<file path="config.mk">
export PLATFORM = sky130hd
export DESIGN_NAME = ulcs_column_eval
export DESIGN_NICKNAME = d
export VERILOG_FILES = /design/src/ulcs_pkg.sv /design/src/ulcs_column_eval.sv
export SDC_FILE = /design/constraint.sdc
export NUM_CORES = 1
export LEC_CHECK = 0
export ABC_AREA = 1
export BUFFER_PORTS_ARGS = -buffer_cell sky130_fd_sc_hd__buf_2
export CAP_MARGIN = 20
export CORE_ASPECT_RATIO = 1.2
export CORE_MARGIN = 3
export CORE_UTILIZATION = 30
export DETAILED_ROUTE_END_ITERATION = 8
export GPL_ROUTABILITY_DRIVEN = 0
export PLACE_DENSITY = 0.58
export SETUP_SLACK_MARGIN = 0.2
export SYNTH_ARGS = -nofsm -noshare
export SYNTH_HDL_FRONTEND = slang
export SYNTH_SLANG_ARGS = --single-unit
export TNS_END_PERCENT = 5
</file>
<file path="constraint.sdc">
create_clock -name vclk -period 11.3
set_input_delay 2.26 -clock vclk [all_inputs]
set_output_delay 2.26 -clock vclk [all_outputs]
set_load 0.01 [all_outputs]
</file>
<file path="src/ulcs_pkg.sv">
// ----------------------------------------------------------------------------
// ulcs_pkg
// Shared types and codes for the unconstrained LP column solver.
// ----------------------------------------------------------------------------
package ulcs_pkg;

  typedef enum logic [1:0] {
    CFG_DUAL_TOLERANCE   = 2'd0,
    CFG_PRIMAL_TOLERANCE = 2'd1,
    CFG_MAXIMIZE         = 2'd2,
    CFG_OBJECTIVE_OFFSET = 2'd3
  } cfg_index_t;

  typedef enum logic [1:0] {
    COL_AT_LOWER = 2'd0,
    COL_AT_UPPER = 2'd1,
    COL_FREE     = 2'd2
  } col_status_t;

  typedef enum logic [1:0] {
    MODEL_OPTIMAL    = 2'd0,
    MODEL_INFEASIBLE = 2'd1,
    MODEL_UNBOUNDED  = 2'd2
  } solve_status_t;

  localparam logic [31:0] Q16_MAX = 32'h7FFF_FFFF;
  localparam logic [31:0] Q16_MIN = 32'h8000_0000;

  typedef struct packed {
    logic [31:0] cost;
    logic [31:0] lower_bound;
    logic [31:0] upper_bound;
    logic        lower_minus_inf;
    logic        lower_plus_inf;
    logic        upper_plus_inf;
    logic        upper_minus_inf;
    logic        first_column;
    logic        last_column;
  } col_word_t;

  typedef struct packed {
    logic [31:0] value;
    col_status_t status;
    logic [31:0] pinf;
    logic        pinf_inf;
    logic        primal_bad;
    logic [31:0] dinf;
    logic        dual_bad;
  } col_eval_t;

endpackage

</file>
<file path="src/ulcs_column_eval.sv">
// ----------------------------------------------------------------------------
// ulcs_column_eval
// Picks value and status of one column and its primal and dual infeasibility.
// ----------------------------------------------------------------------------
module ulcs_column_eval (
  input  ulcs_pkg::col_word_t col,
  input  logic [30:0]         dual_tolerance,
  input  logic [30:0]         primal_tolerance,
  input  logic                maximize,
  output ulcs_pkg::col_eval_t eval
);
  import ulcs_pkg::*;

  logic               l_neg, l_pos, l_fin, u_neg, u_pos, u_fin;
  logic               crossed;
  logic [31:0]        lower_val, upper_val;
  logic signed [32:0] cost_x, dual, neg_dual, adual, dtol, pdiff;
  logic               ge_tol, le_ntol;
  logic signed [32:0] dinf_w;

  assign l_neg = col.lower_minus_inf;
  assign l_pos = !col.lower_minus_inf && col.lower_plus_inf;
  assign l_fin = !l_neg && !l_pos;
  assign u_pos = col.upper_plus_inf;
  assign u_neg = !col.upper_plus_inf && col.upper_minus_inf;
  assign u_fin = !u_neg && !u_pos;

  assign crossed = (l_pos && !u_pos) || (l_fin && u_neg) ||
                   (l_fin && u_fin &&
                    ($signed(col.lower_bound) > $signed(col.upper_bound)));

  assign lower_val = l_neg ? Q16_MIN : (l_pos ? Q16_MAX : col.lower_bound);
  assign upper_val = u_neg ? Q16_MIN : (u_pos ? Q16_MAX : col.upper_bound);

  assign cost_x   = {col.cost[31], col.cost};
  assign dual     = maximize ? -cost_x : cost_x;
  assign neg_dual = -dual;
  assign adual    = dual[32] ? neg_dual : dual;
  assign dtol     = {2'b00, dual_tolerance};
  assign ge_tol   = dual >= dtol;
  assign le_ntol  = dual <= -dtol;
  assign pdiff    = {col.lower_bound[31], col.lower_bound} -
                    {col.upper_bound[31], col.upper_bound};

  always_comb begin
    eval.value    = lower_val;
    eval.status   = COL_AT_LOWER;
    eval.pinf     = '0;
    eval.pinf_inf = 1'b0;
    dinf_w        = '0;
    if (crossed) begin
      if (l_pos) begin
        eval.pinf_inf = 1'b1;
        if (u_neg) begin
          eval.value  = '0;
          eval.status = COL_FREE;
          dinf_w      = adual;
        end else begin
          eval.value  = upper_val;
          eval.status = COL_AT_UPPER;
          dinf_w      = (dual > 0) ? dual : '0;
        end
      end else begin
        eval.value  = lower_val;
        eval.status = COL_AT_LOWER;
        if (u_neg) begin
          eval.pinf_inf = 1'b1;
        end else begin
          eval.pinf = pdiff[31:0];
        end
        dinf_w = dual[32] ? neg_dual : '0;
      end
    end else if (l_neg && u_pos) begin
      eval.value  = '0;
      eval.status = COL_FREE;
      dinf_w      = adual;
    end else if (ge_tol) begin
      if (!l_neg) begin
        eval.value  = lower_val;
        eval.status = COL_AT_LOWER;
      end else begin
        eval.value  = upper_val;
        eval.status = COL_AT_UPPER;
        dinf_w      = dual;
      end
    end else if (le_ntol) begin
      if (!u_pos) begin
        eval.value  = upper_val;
        eval.status = COL_AT_UPPER;
      end else begin
        eval.value  = lower_val;
        eval.status = COL_AT_LOWER;
        dinf_w      = neg_dual;
      end
    end else begin
      if (l_neg) begin
        eval.value  = upper_val;
        eval.status = COL_AT_UPPER;
      end else begin
        eval.value  = lower_val;
        eval.status = COL_AT_LOWER;
      end
      dinf_w = adual;
    end
    eval.dinf       = dinf_w[31:0];
    eval.primal_bad = eval.pinf_inf || (eval.pinf > {1'b0, primal_tolerance});
    eval.dual_bad   = eval.dinf > {1'b0, dual_tolerance};
  end

endmodule
</file>
* Yosys cells after proc, flatten, opt, wreduce, memory -nomap -nowiden
Cells that the tools add are included.
Word-level totals: bits of input ports 165, word-level logic and storage cells 55, output and inout bits 101, bits in registers 0
Operators by class: $lt $le $gt $ge 6, reduce and logical (&&, ||, !) cells 16, muxes and demuxes 29, add/subtract/negate cells 4
Operators by type and width (number):
- $mux 32 | 17
- $mux 34 | 8
- $mux 33 | 2
- $gt 32x31->1 | 2
- $ge 33x32->1 | 1
- $gt 33x1->1 const B | 1
- $le 33x33->1 | 1
- $neg 31->33 | 1
- $neg 32->33 | 1
- $gt 32x32->1 | 1
- $neg 32->32 | 1
- $sub 32x32->32 | 1
- $logic_and 1x1->1 | 9
- $logic_not 1->1 | 4
- $logic_or 1x1->1 | 3
- $mux 1 | 2

* Longest topological paths before layout
Gate-level depths: netlist of run 1.
depth in word-level cells 10, gate-level depth with buffers 50, mapped depth without buffers 49

* Worst setup path before layout of run 1
No wires, ideal clock.
kind input-to-output, from input dual_tolerance[1], to output eval[0] (netlist name), slack 1.709 ns, data required time 9.040 ns, cell stages on the path 39, buffers on the path 1, arrival 7.331 ns, cells stage by stage inv_1 -> ha_1 -> nand2_1 -> nor2_2 -> nand2_1 -> nor3_1 -> nand3_1 -> nor2_1 -> nand2_1 -> nor2_1 -> inv_1 -> nor2_1 -> a31oi_1 -> or2_2 -> ha_1 -> a21oi_1 -> nor2_1 -> a2111oi_0 -> [... 3 more ...] -> o21ai_0 -> nand2_1 -> nand2_1 -> nand2_1 -> a21oi_1 -> ha_1 -> inv_1 -> o21bai_1 -> a221oi_1 -> o211a_1 -> o21ai_0 -> nand2_1 -> nand2_1 -> nand2_1 -> nand2_1 -> a21oi_1 -> or2_2 -> nand3_1
RTL lines:
- from (decl) | line ulcs_column_eval.sv:7 | input logic [30:0] dual_tolerance,
- to (decl) | line ulcs_column_eval.sv:10 | output ulcs_pkg::col_eval_t eval

==> flow_metrics.py, run 1 <==
metrics = {
    "critical_path": {
        "crit_fanout": 18,
        "cp.depth": 47,
        "critPathRequiredTime_ps": 9040,
        "path_delay_family": "simple AND/OR/NAND/NOR gates",
        "arrival_ps": 8240,
        "cp_slowest_stage_delay_ps": 400,
        "crit_path_start_kind": "primary input",
        "crit_path_frequent_cell": "nand2_1",
        "crit_buf_inv": 6,
        "critPathKind": "in2out",
        "cp-end-kind": "output pin",
        "slowest_stage": "nor3_1",
    },
    "floorplan": {
        "rows": 80,
        "ioPinCount": 266,
        "die_h_um": 227.1,
        "core_area_mm2": 0.04004,
        "start_util": 0.3053,
        "die_area_mm2": 0.04321,
        "die_w_um": 190.3,
    },
    "yosys": {
        "syn-num-nets": 2641,
        "yosysTopAreaCell": "nand2_1",
        "synth_area_mm2": 0.01222,
        "syn_avg_cell_area_um2": 5.275,
        "yosys-top-cells-area": "nand2_1 (17%), ha_1 (16%), inv_1 (11%), o21ai_0 (8.2%), nor2_1 (6.8%)",
        "syn_inst": 2317,
        "yosys.cell_types.count": 56,
        "synth_warnings": 0,
        "yosysSeqAreaShare": 0,
        "synth_top_area_share": 0.1683,
    },
    "final_layout": {
        "final_util": 0.3526,
        "flops_and_latches": 0,
        "drive_gt1_frac": 0.1581,
        "final_nets": 2849,
        "clock_buffers": 0,
        "final.fill_count": 4566,
        "syn2layout_area_growth_pct": 15.51,
        "regArea_um2": 0,
    },
    "min_path": {
        "whs_path_depth": 4,
        "hp-class": "in2out",
    },
    "grt": {
        "gr-total-overflow": 0,
        "grt_max_degree": 92,
        "antenna_found_initial": 4,
        "grt_first_pass_wirelength_mm": 80.25,
        "grt_pass1_vias": 15590,
        "gr-usage-all-layers": 0.2279,
    },
    "pwr": {
        "p_leak_nw": 7.863,
        "power_density_mw_per_mm2": 55.91,
        "ir_worst_vdd_mv": 0.01863,
    },
    "drt": {
        "ant_nets": 0,
        "avgRoutedWirePerCell_um": 17.05,
        "avgViaCountPerCell": 5.365,
        "dr.pass1.iters": 7,
        "vias": 16410,
        "drcViolationCount": 0,
        "wl_mm": 52.17,
        "drtIter0Drc": 1170,
    },
    "timing": {
        "hold_slack_ps": 4912,
        "finalWorstSetupSlack_ps": 800.8,
        "rsz0062_at_grt": "false",
        "finalSetupViolCount": 0,
        "period_minus_slack_ps": 10500,
        "finalSetupTns_ps": 0,
        "relSlewSlack": 0.2823,
        "tightest_slew_ps": 1076,
        "post-route-period-util": 0.9291,
        "hold_violations": 0,
        "slew_violations": 0,
        "clock.fmax_mhz": 95.25,
    },
    "clock_network": {
        "post_cts_resized": 0,
        "cts_hold_buf": 0,
        "post_cts_buffers": 0,
    },
    "job": {
        "drv_cap": 0,
    },
    "run_status": {
        "status": "finished, final reports clean",
    },
    "placement": {
        "dpl_worst_slack_ps": 341.9,
        "dp_hpwl_mm": 41.50,
        "port-buffer-count": 264,
    },
}
==> power by group <==
| group | total [mW] | internal [mW] | switching, mW | leakage [nW] |
|---|---|---|---|---|
| combinational | 0.789 | 0.273 | 0.516 | 7.86 |
| clock | 0.0000000355 | 0.0000000355 | 0 | 0.0000190 |
| sequential | 0 | 0 | 0 | 0 |
==> metal layers <==
layer	vias to the layer above	track usage	wire length (um)
li1	8054	-	-
met1	7461	0.2637	20600
met2	777	0.4219	25010
met3	119	0.02818	4169
met4	2	0.09709	2381
met5	-	0	13
==> Yosys cell counts (all sizes together), types with 2 or more instances <==
library cell  number
a21o               6
o21a               7
o31ai              2
nor4              10
a21boi            13
nand2            578
a211oi             6
nand3            171
clkbuf            51
a31oi             11
a221oi             4
xnor2             19
ha               158
inv              376
nand3b            11
and2               2
a21oi            160
o221ai             7
o21bai             6
nor2             246
xor2              52
o211ai            44
buf               40
nor3              25
o21ai            250
or2                4
o22ai             10
nand4             39
clkinv             5
==> final cells by class <==
class | count | area, um^2 | area share
antenna | 3 | 7.507 | 0.0005318
inverter | 381 | 1436 | 0.1017
multi-input combinational | 1845 | 10420 | 0.7382
tap | 533 | 666.9 | 0.04724
timing repair buffer | 297 | 1585 | 0.1123
==> through the flow <==
stage	cells	instance area (um^2)	total power, mW
after global routing	3057	14110	0.8841
after global placement	3056	14030	0.7582
final	3059	14120	0.7893
after CTS	3056	14030	0.7807
after detailed placement	3056	14030	0.7771
after floorplan	2317	12220	0.5148
==> cell usage in the layout, fill, tap and decap left out, types with 7 or more instances in the layout <==
cell,n
xor2_1,52
ha_1,158
nand2_2,28
o21a_1,7
nor4_1,9
a31oi_1,11
inv_2,15
o22ai_1,10
o21ai_0,201
a21boi_1,10
buf_4,31
nand3_1,164
buf_2,264
o221ai_1,7
nand4_1,38
o21ai_1,46
nor2_2,18
nor2_1,220
nor3_1,21
xnor2_1,19
inv_1,359
o211ai_1,44
nand3b_1,10
a21oi_1,158
nor2_4,7
nand2_1,545
==> worst paths after layout <==
| check | start | to |
|---|---|---|
| setup / recovery | dual_tolerance[1] | eval[0] |
| hold / removal | col[70] | eval[1] |
==> cells by family after synthesis <==
family / Yosys count / share of synthesized area
buffers and inverters: 472 / 0.1538
adder cells (fa/ha/maj): 159 / 0.1634
AO/OA/AOI/OAI: 529 / 0.2420
AND/OR/NAND/NOR: 1086 / 0.3899
XOR/XNOR: 71 / 0.05088
Note: power is estimated with default switching activity, not from simulation.
==> run 2, diff against run 1 <==
==> constraint.sdc (replaced) <==
create_clock -name vclk -period 11.3
set_input_delay 2.26 -clock vclk [all_inputs]
set_output_delay 2.26 -clock vclk [all_outputs]
set_load 0.1 [all_outputs]
==> run 2 against run 1 <==
  * Critical path depth fell by 5
  * Die area unchanged
  * Flip-flop and latch count did not move
  * Clock-buffer cell count did not move
  * Sequential share of layout area is the same
  * Core utilization increased by 0.41 points
  * Power rose by 42%
  * Critical path type unchanged
==> flow_metrics.py, run 2 (synthesis gave the netlist of run 1 again) <==
metrics = {
    "timing": {
        "period_minus_slack_ps": 10630,
        "finalSetupTns_ps": 0,
        "slew_violations": 0,
        "post-route-period-util": 0.9404,
        "finalSetupViolCount": 0,
        "relSlewSlack": 0.2957,
        "tightest_slew_ps": 1057,
        "rsz0062_at_grt": "false",
        "hold_violations": 0,
        "clock.fmax_mhz": 94.11,
    },
    "min_path": {
        "hp-class": "in2out",
    },
    "final_layout": {
        "final_common_cell": "nand2_1",
        "flops_and_latches": 0,
        "final_nets": 2853,
        "stdcell_area_mm2": 0.01428,
        "regArea_um2": 0,
        "drive_gt1_frac": 0.1710,
        "syn2layout_area_growth_pct": 16.84,
        "final_cells": 3061,
        "layout_common_cells": "nand2_1 (544), inv_1 (359), buf_2 (263), nor2_1 (213), o21ai_0 (201)",
        "clock_buffers": 0,
    },
    "pwr": {
        "power_density_mw_per_mm2": 78.65,
        "p_leak_nw": 7.908,
        "ir_worst_vdd_mv": 0.04390,
    },
    "floorplan": {
        "ioPinCount": 266,
        "die_h_um": 227.1,
        "rows": 80,
        "die_area_mm2": 0.04321,
        "core_area_mm2": 0.04004,
        "start_util": 0.3053,
        "die_w_um": 190.3,
    },
    "critical_path": {
        "slowest_stage": "nor4_1",
        "crit_path_start_kind": "primary input",
        "crit_fanout": 21,
        "critPathKind": "in2out",
        "critPathRequiredTime_ps": 9040,
        "crit_path_frequent_cell": "nand2_1",
        "arrival_ps": 8370,
        "cp_slowest_stage_delay_ps": 320,
        "cp-end-kind": "output pin",
    },
    "grt": {
        "grt_max_degree": 92,
        "grt_first_pass_wirelength_mm": 79.63,
        "antenna_found_initial": 1,
        "grt_pass1_vias": 15350,
        "gr-total-overflow": 0,
        "gr-usage-all-layers": 0.2258,
    },
    "drt": {
        "ant_nets": 0,
        "avgViaCountPerCell": 5.320,
        "wl_met1_mm": 20.39,
        "vias": 16280,
        "drtIter0Drc": 1145,
        "avgRoutedWirePerCell_um": 17.02,
        "dr.pass1.iters": 6,
        "wl_met2_mm": 24.66,
        "wl_mm": 52.09,
        "highest_layer": "met5",
        "drcViolationCount": 0,
        "wl_met3_mm": 4.432,
    },
    "run_status": {
        "status": "finished, final reports clean",
    },
    "placement": {
        "dp_cells": 3056,
        "postPlaceCellArea_mm2": 0.01413,
        "dp_hpwl_mm": 41.68,
        "port-buffer-count": 264,
    },
    "job": {
        "drv_cap": 0,
    },
}
run 2: cell count changes in the layout (fill, tap and decap cells not counted), moves of 3 or more:
cell / previous run / this run
a21oi_2: 2 / 14
nor2_1: 220 / 213
nor2_2: 18 / 24
buf_4: 31 / 34
a21oi_1: 158 / 146
a21boi_1: 10 / 3
a21boi_2: 1 / 8
run 2: final cells by class:
cell class                      count  area [um^2]
Antenna cell                        1        2.502
Fill cell                        4549        25760
Inverter                          381         1439
Multi-Input combinational cell   1845        10520
Tap cell                          533        666.9
Timing Repair Buffer              301         1652
run 2: report_power, final:
group          internal, mW  switching, mW
clock          0.0000000119              0
sequential                0              0
combinational         0.281          0.842
total                 0.281          0.842
run 2: timing repair:
item / in CTS / in global routing
setup endpoints to repair: 1 / 1
hold buffers: 0 / 0
pin swaps: 0 / 4
buffers inserted: 0 / 2
gates cloned: 0 / 1
resized for setup: 1 / 20
run 2: path summary, 6_finish.rpt:
kind                     startpoint  endpoint  cells past startpoint
setup / recovery  dual_tolerance[1]   eval[0]                     42
hold / removal              col[70]   eval[1]                      4
run 2: layer usage:
layer  track usage  up-vias
li1              -     8043
met5             0        -
met3       0.03157      150
met4       0.09803        2
met1        0.2632     7330
met2        0.4120      759
run 2: metrics by stage:
stage                     total power [mW]  setup slack [ps]  hold slack (ps)    util
after floorplan                     0.8434             211.1             4943       -
after global placement               1.087             337.9             5084  0.3530
after detailed placement             1.107             191.6             5094  0.3530
after CTS                            1.110             297.7             5095  0.3531
after global routing                 1.217             183.7             5105  0.3566
final                                1.123             673.7             5083  0.3567
run 2: worst max-delay path: cells and delay by family:
family | cells | cell delay (ps)
compound gates | 4 | 580
xor+xnor | 1 | 160
fa+ha+maj | 3 | 800
buf+inv | 8 | 1240
simple gates | 26 | 3300
==> run 3, diff against run 2 <==
Settings changed: PLACE_DENSITY 0.58 to 0.6.
Clock period 11.3 ns to 8.7 ns, I/O delays scaled along.
==> run 3 against run 2 <==
  * The run now ends with setup timing left
  * Largest cell class unchanged
  * Setup slack lost 1300 ps
  * Largest power group unchanged
  * Via count grew 3.8%
  * Routed wire length increased by 2.3%
  * Hold slack got worse by 970 ps
  * Non-clock buffer count is 169 higher
==> flow_metrics.py, run 3 (synthesis gave the netlist of run 1 again) <==
metrics = {
    "run_status": {
        "status": "finished with violations",
        "violations": "setup timing",
    },
    "grt": {
        "gr-total-overflow": 0,
        "grt_pass1_vias": 16280,
        "antenna_found_initial": 1,
        "grtUsageMet2": 0.4260,
        "grt_first_pass_wirelength_mm": 81.50,
        "gr-usage-all-layers": 0.2310,
        "use_met3": 0.01679,
        "grt.met1_usage": 0.2709,
        "gr-max-usage-layer": "met2",
        "grt_max_degree": 92,
    },
    "floorplan": {
        "die_area_mm2": 0.04321,
        "die_w_um": 190.3,
        "core_area_mm2": 0.04004,
        "rows": 80,
        "start_util": 0.3053,
        "die_h_um": 227.1,
        "ioPinCount": 266,
    },
    "critical_path": {
        "arrival_ps": 7580,
        "crit_buf_inv": 9,
        "critPathKind": "in2out",
        "crit_path_frequent_cell": "nand2_1",
        "crit_path_start_kind": "primary input",
        "cp-end-kind": "output pin",
        "critPathRequiredTime_ps": 6960,
        "path_delay_family": "simple AND/OR/NAND/NOR gates",
        "cp_slowest_stage_delay_ps": 360,
        "crit_fanout": 6,
        "slowest_stage": "a2111oi_4",
    },
    "drt": {
        "drcViolationCount": 0,
        "vias": 16910,
        "drtIter0Drc": 1119,
        "wl_mm": 53.27,
        "avgRoutedWirePerCell_um": 16.49,
        "ant_nets": 0,
        "dr.pass1.iters": 5,
        "avgViaCountPerCell": 5.235,
    },
    "final_layout": {
        "flops_and_latches": 0,
        "syn2layout_area_growth_pct": 36.41,
        "final_nets": 3022,
        "drive_gt1_frac": 0.2485,
        "stdcell_area_mm2": 0.01667,
        "final_util": 0.4164,
        "regArea_um2": 0,
        "layout_common_cells": "nand2_1 (538), inv_1 (358), buf_2 (228), buf_4 (201), o21ai_0 (196)",
        "final_common_cell": "nand2_1",
        "clock_buffers": 0,
    },
    "timing": {
        "tightest_slew_ps": 1056,
        "finalSetupViolCount": 1,
        "period_minus_slack_ps": 9315,
        "clock.fmax_mhz": 107.4,
        "finalSetupTns_ps": -615.1,
        "hold_violations": 0,
        "post-route-period-util": 1.071,
        "rsz0062_at_grt": "true",
        "slew_violations": 0,
        "relSlewSlack": 0.2960,
        "hold_slack_ps": 4111,
        "finalWorstSetupSlack_ps": -615.1,
    },
    "clock_network": {
        "cts_hold_buf": 0,
    },
    "pwr": {
        "p_leak_nw": 9.017,
        "ir_worst_vdd_mv": 0.1089,
        "power_density_mw_per_mm2": 104.5,
    },
    "placement": {
        "port-buffer-count": 264,
        "dp_hpwl_mm": 43.71,
        "postPlaceCellArea_mm2": 0.01631,
    },
    "min_path": {
        "hp-class": "in2out",
    },
    "job": {
        "drv_cap": 0,
    },
}
==> run 3: cell types whose count changed in the layout (fill, tap and decap cells not counted), moves of 15 or more <==
cell / delta
buf_12: +37
buf_4: +167
nor2_2: +16
nor2_1: -31
buf_2: -35
nor2_4: +15
==> run 3: final cells by class <==
type	instances	area [um^2]
timing repair buffer	470	3466
multi-input combinational	1845	11090
antenna	1	2.502
fill	4380	23370
inverter	381	1449
tap	533	666.9
==> run 3: worst paths after layout <==
check	start	to	slack, ps	cells past startpoint
worst min-delay path	col[69]	eval[100]	4110	6
worst max-delay path	dual_tolerance[0]	eval[0]	-620	44
==> run 3: through the flow <==
stage | setup slack, ps | cells | power, mW
2_1_floorplan | -97.44 | 2317 | 1.144
3_3_place_gp | -605.2 | 3219 | 1.665
3_5_place_dp | -617.8 | 3219 | 1.694
4_1_cts | -463.0 | 3222 | 1.714
5_1_grt | -1037 | 3229 | 1.869
6_report | -615.1 | 3230 | 1.743
==> run 3: routing by layer <==
layer / routed length [um] / share of wire
met5: 13 / 0.00024
met4: 3101 / 0.058
met3: 3792 / 0.071
met2: 25310 / 0.48
met1: 21050 / 0.40
==> run 3: power breakdown <==
| part | internal [mW] | switching (mW) |
|---|---|---|
| Sequential | 0 | 0 |
| Clock | 0.0000000154 | 0 |
| Combinational | 0.574 | 1.17 |
==> run 3: worst min-delay path, cell delays in order <==
cell	delay, ps
buf_2	110
a21oi_1	80
inv_1	60
o21ai_0	80
nand2_1	110
buf_12	180
==> run 3: repair_timing <==
| action | CTS | global route |
|---|---|---|
| buffers inserted | 2 | 7 |
| gates resized for setup | 17 | 36 |
| setup endpoints to repair | 1 | 23 |
| cloned | 1 | 0 |
| pin swaps | 9 | 27 |
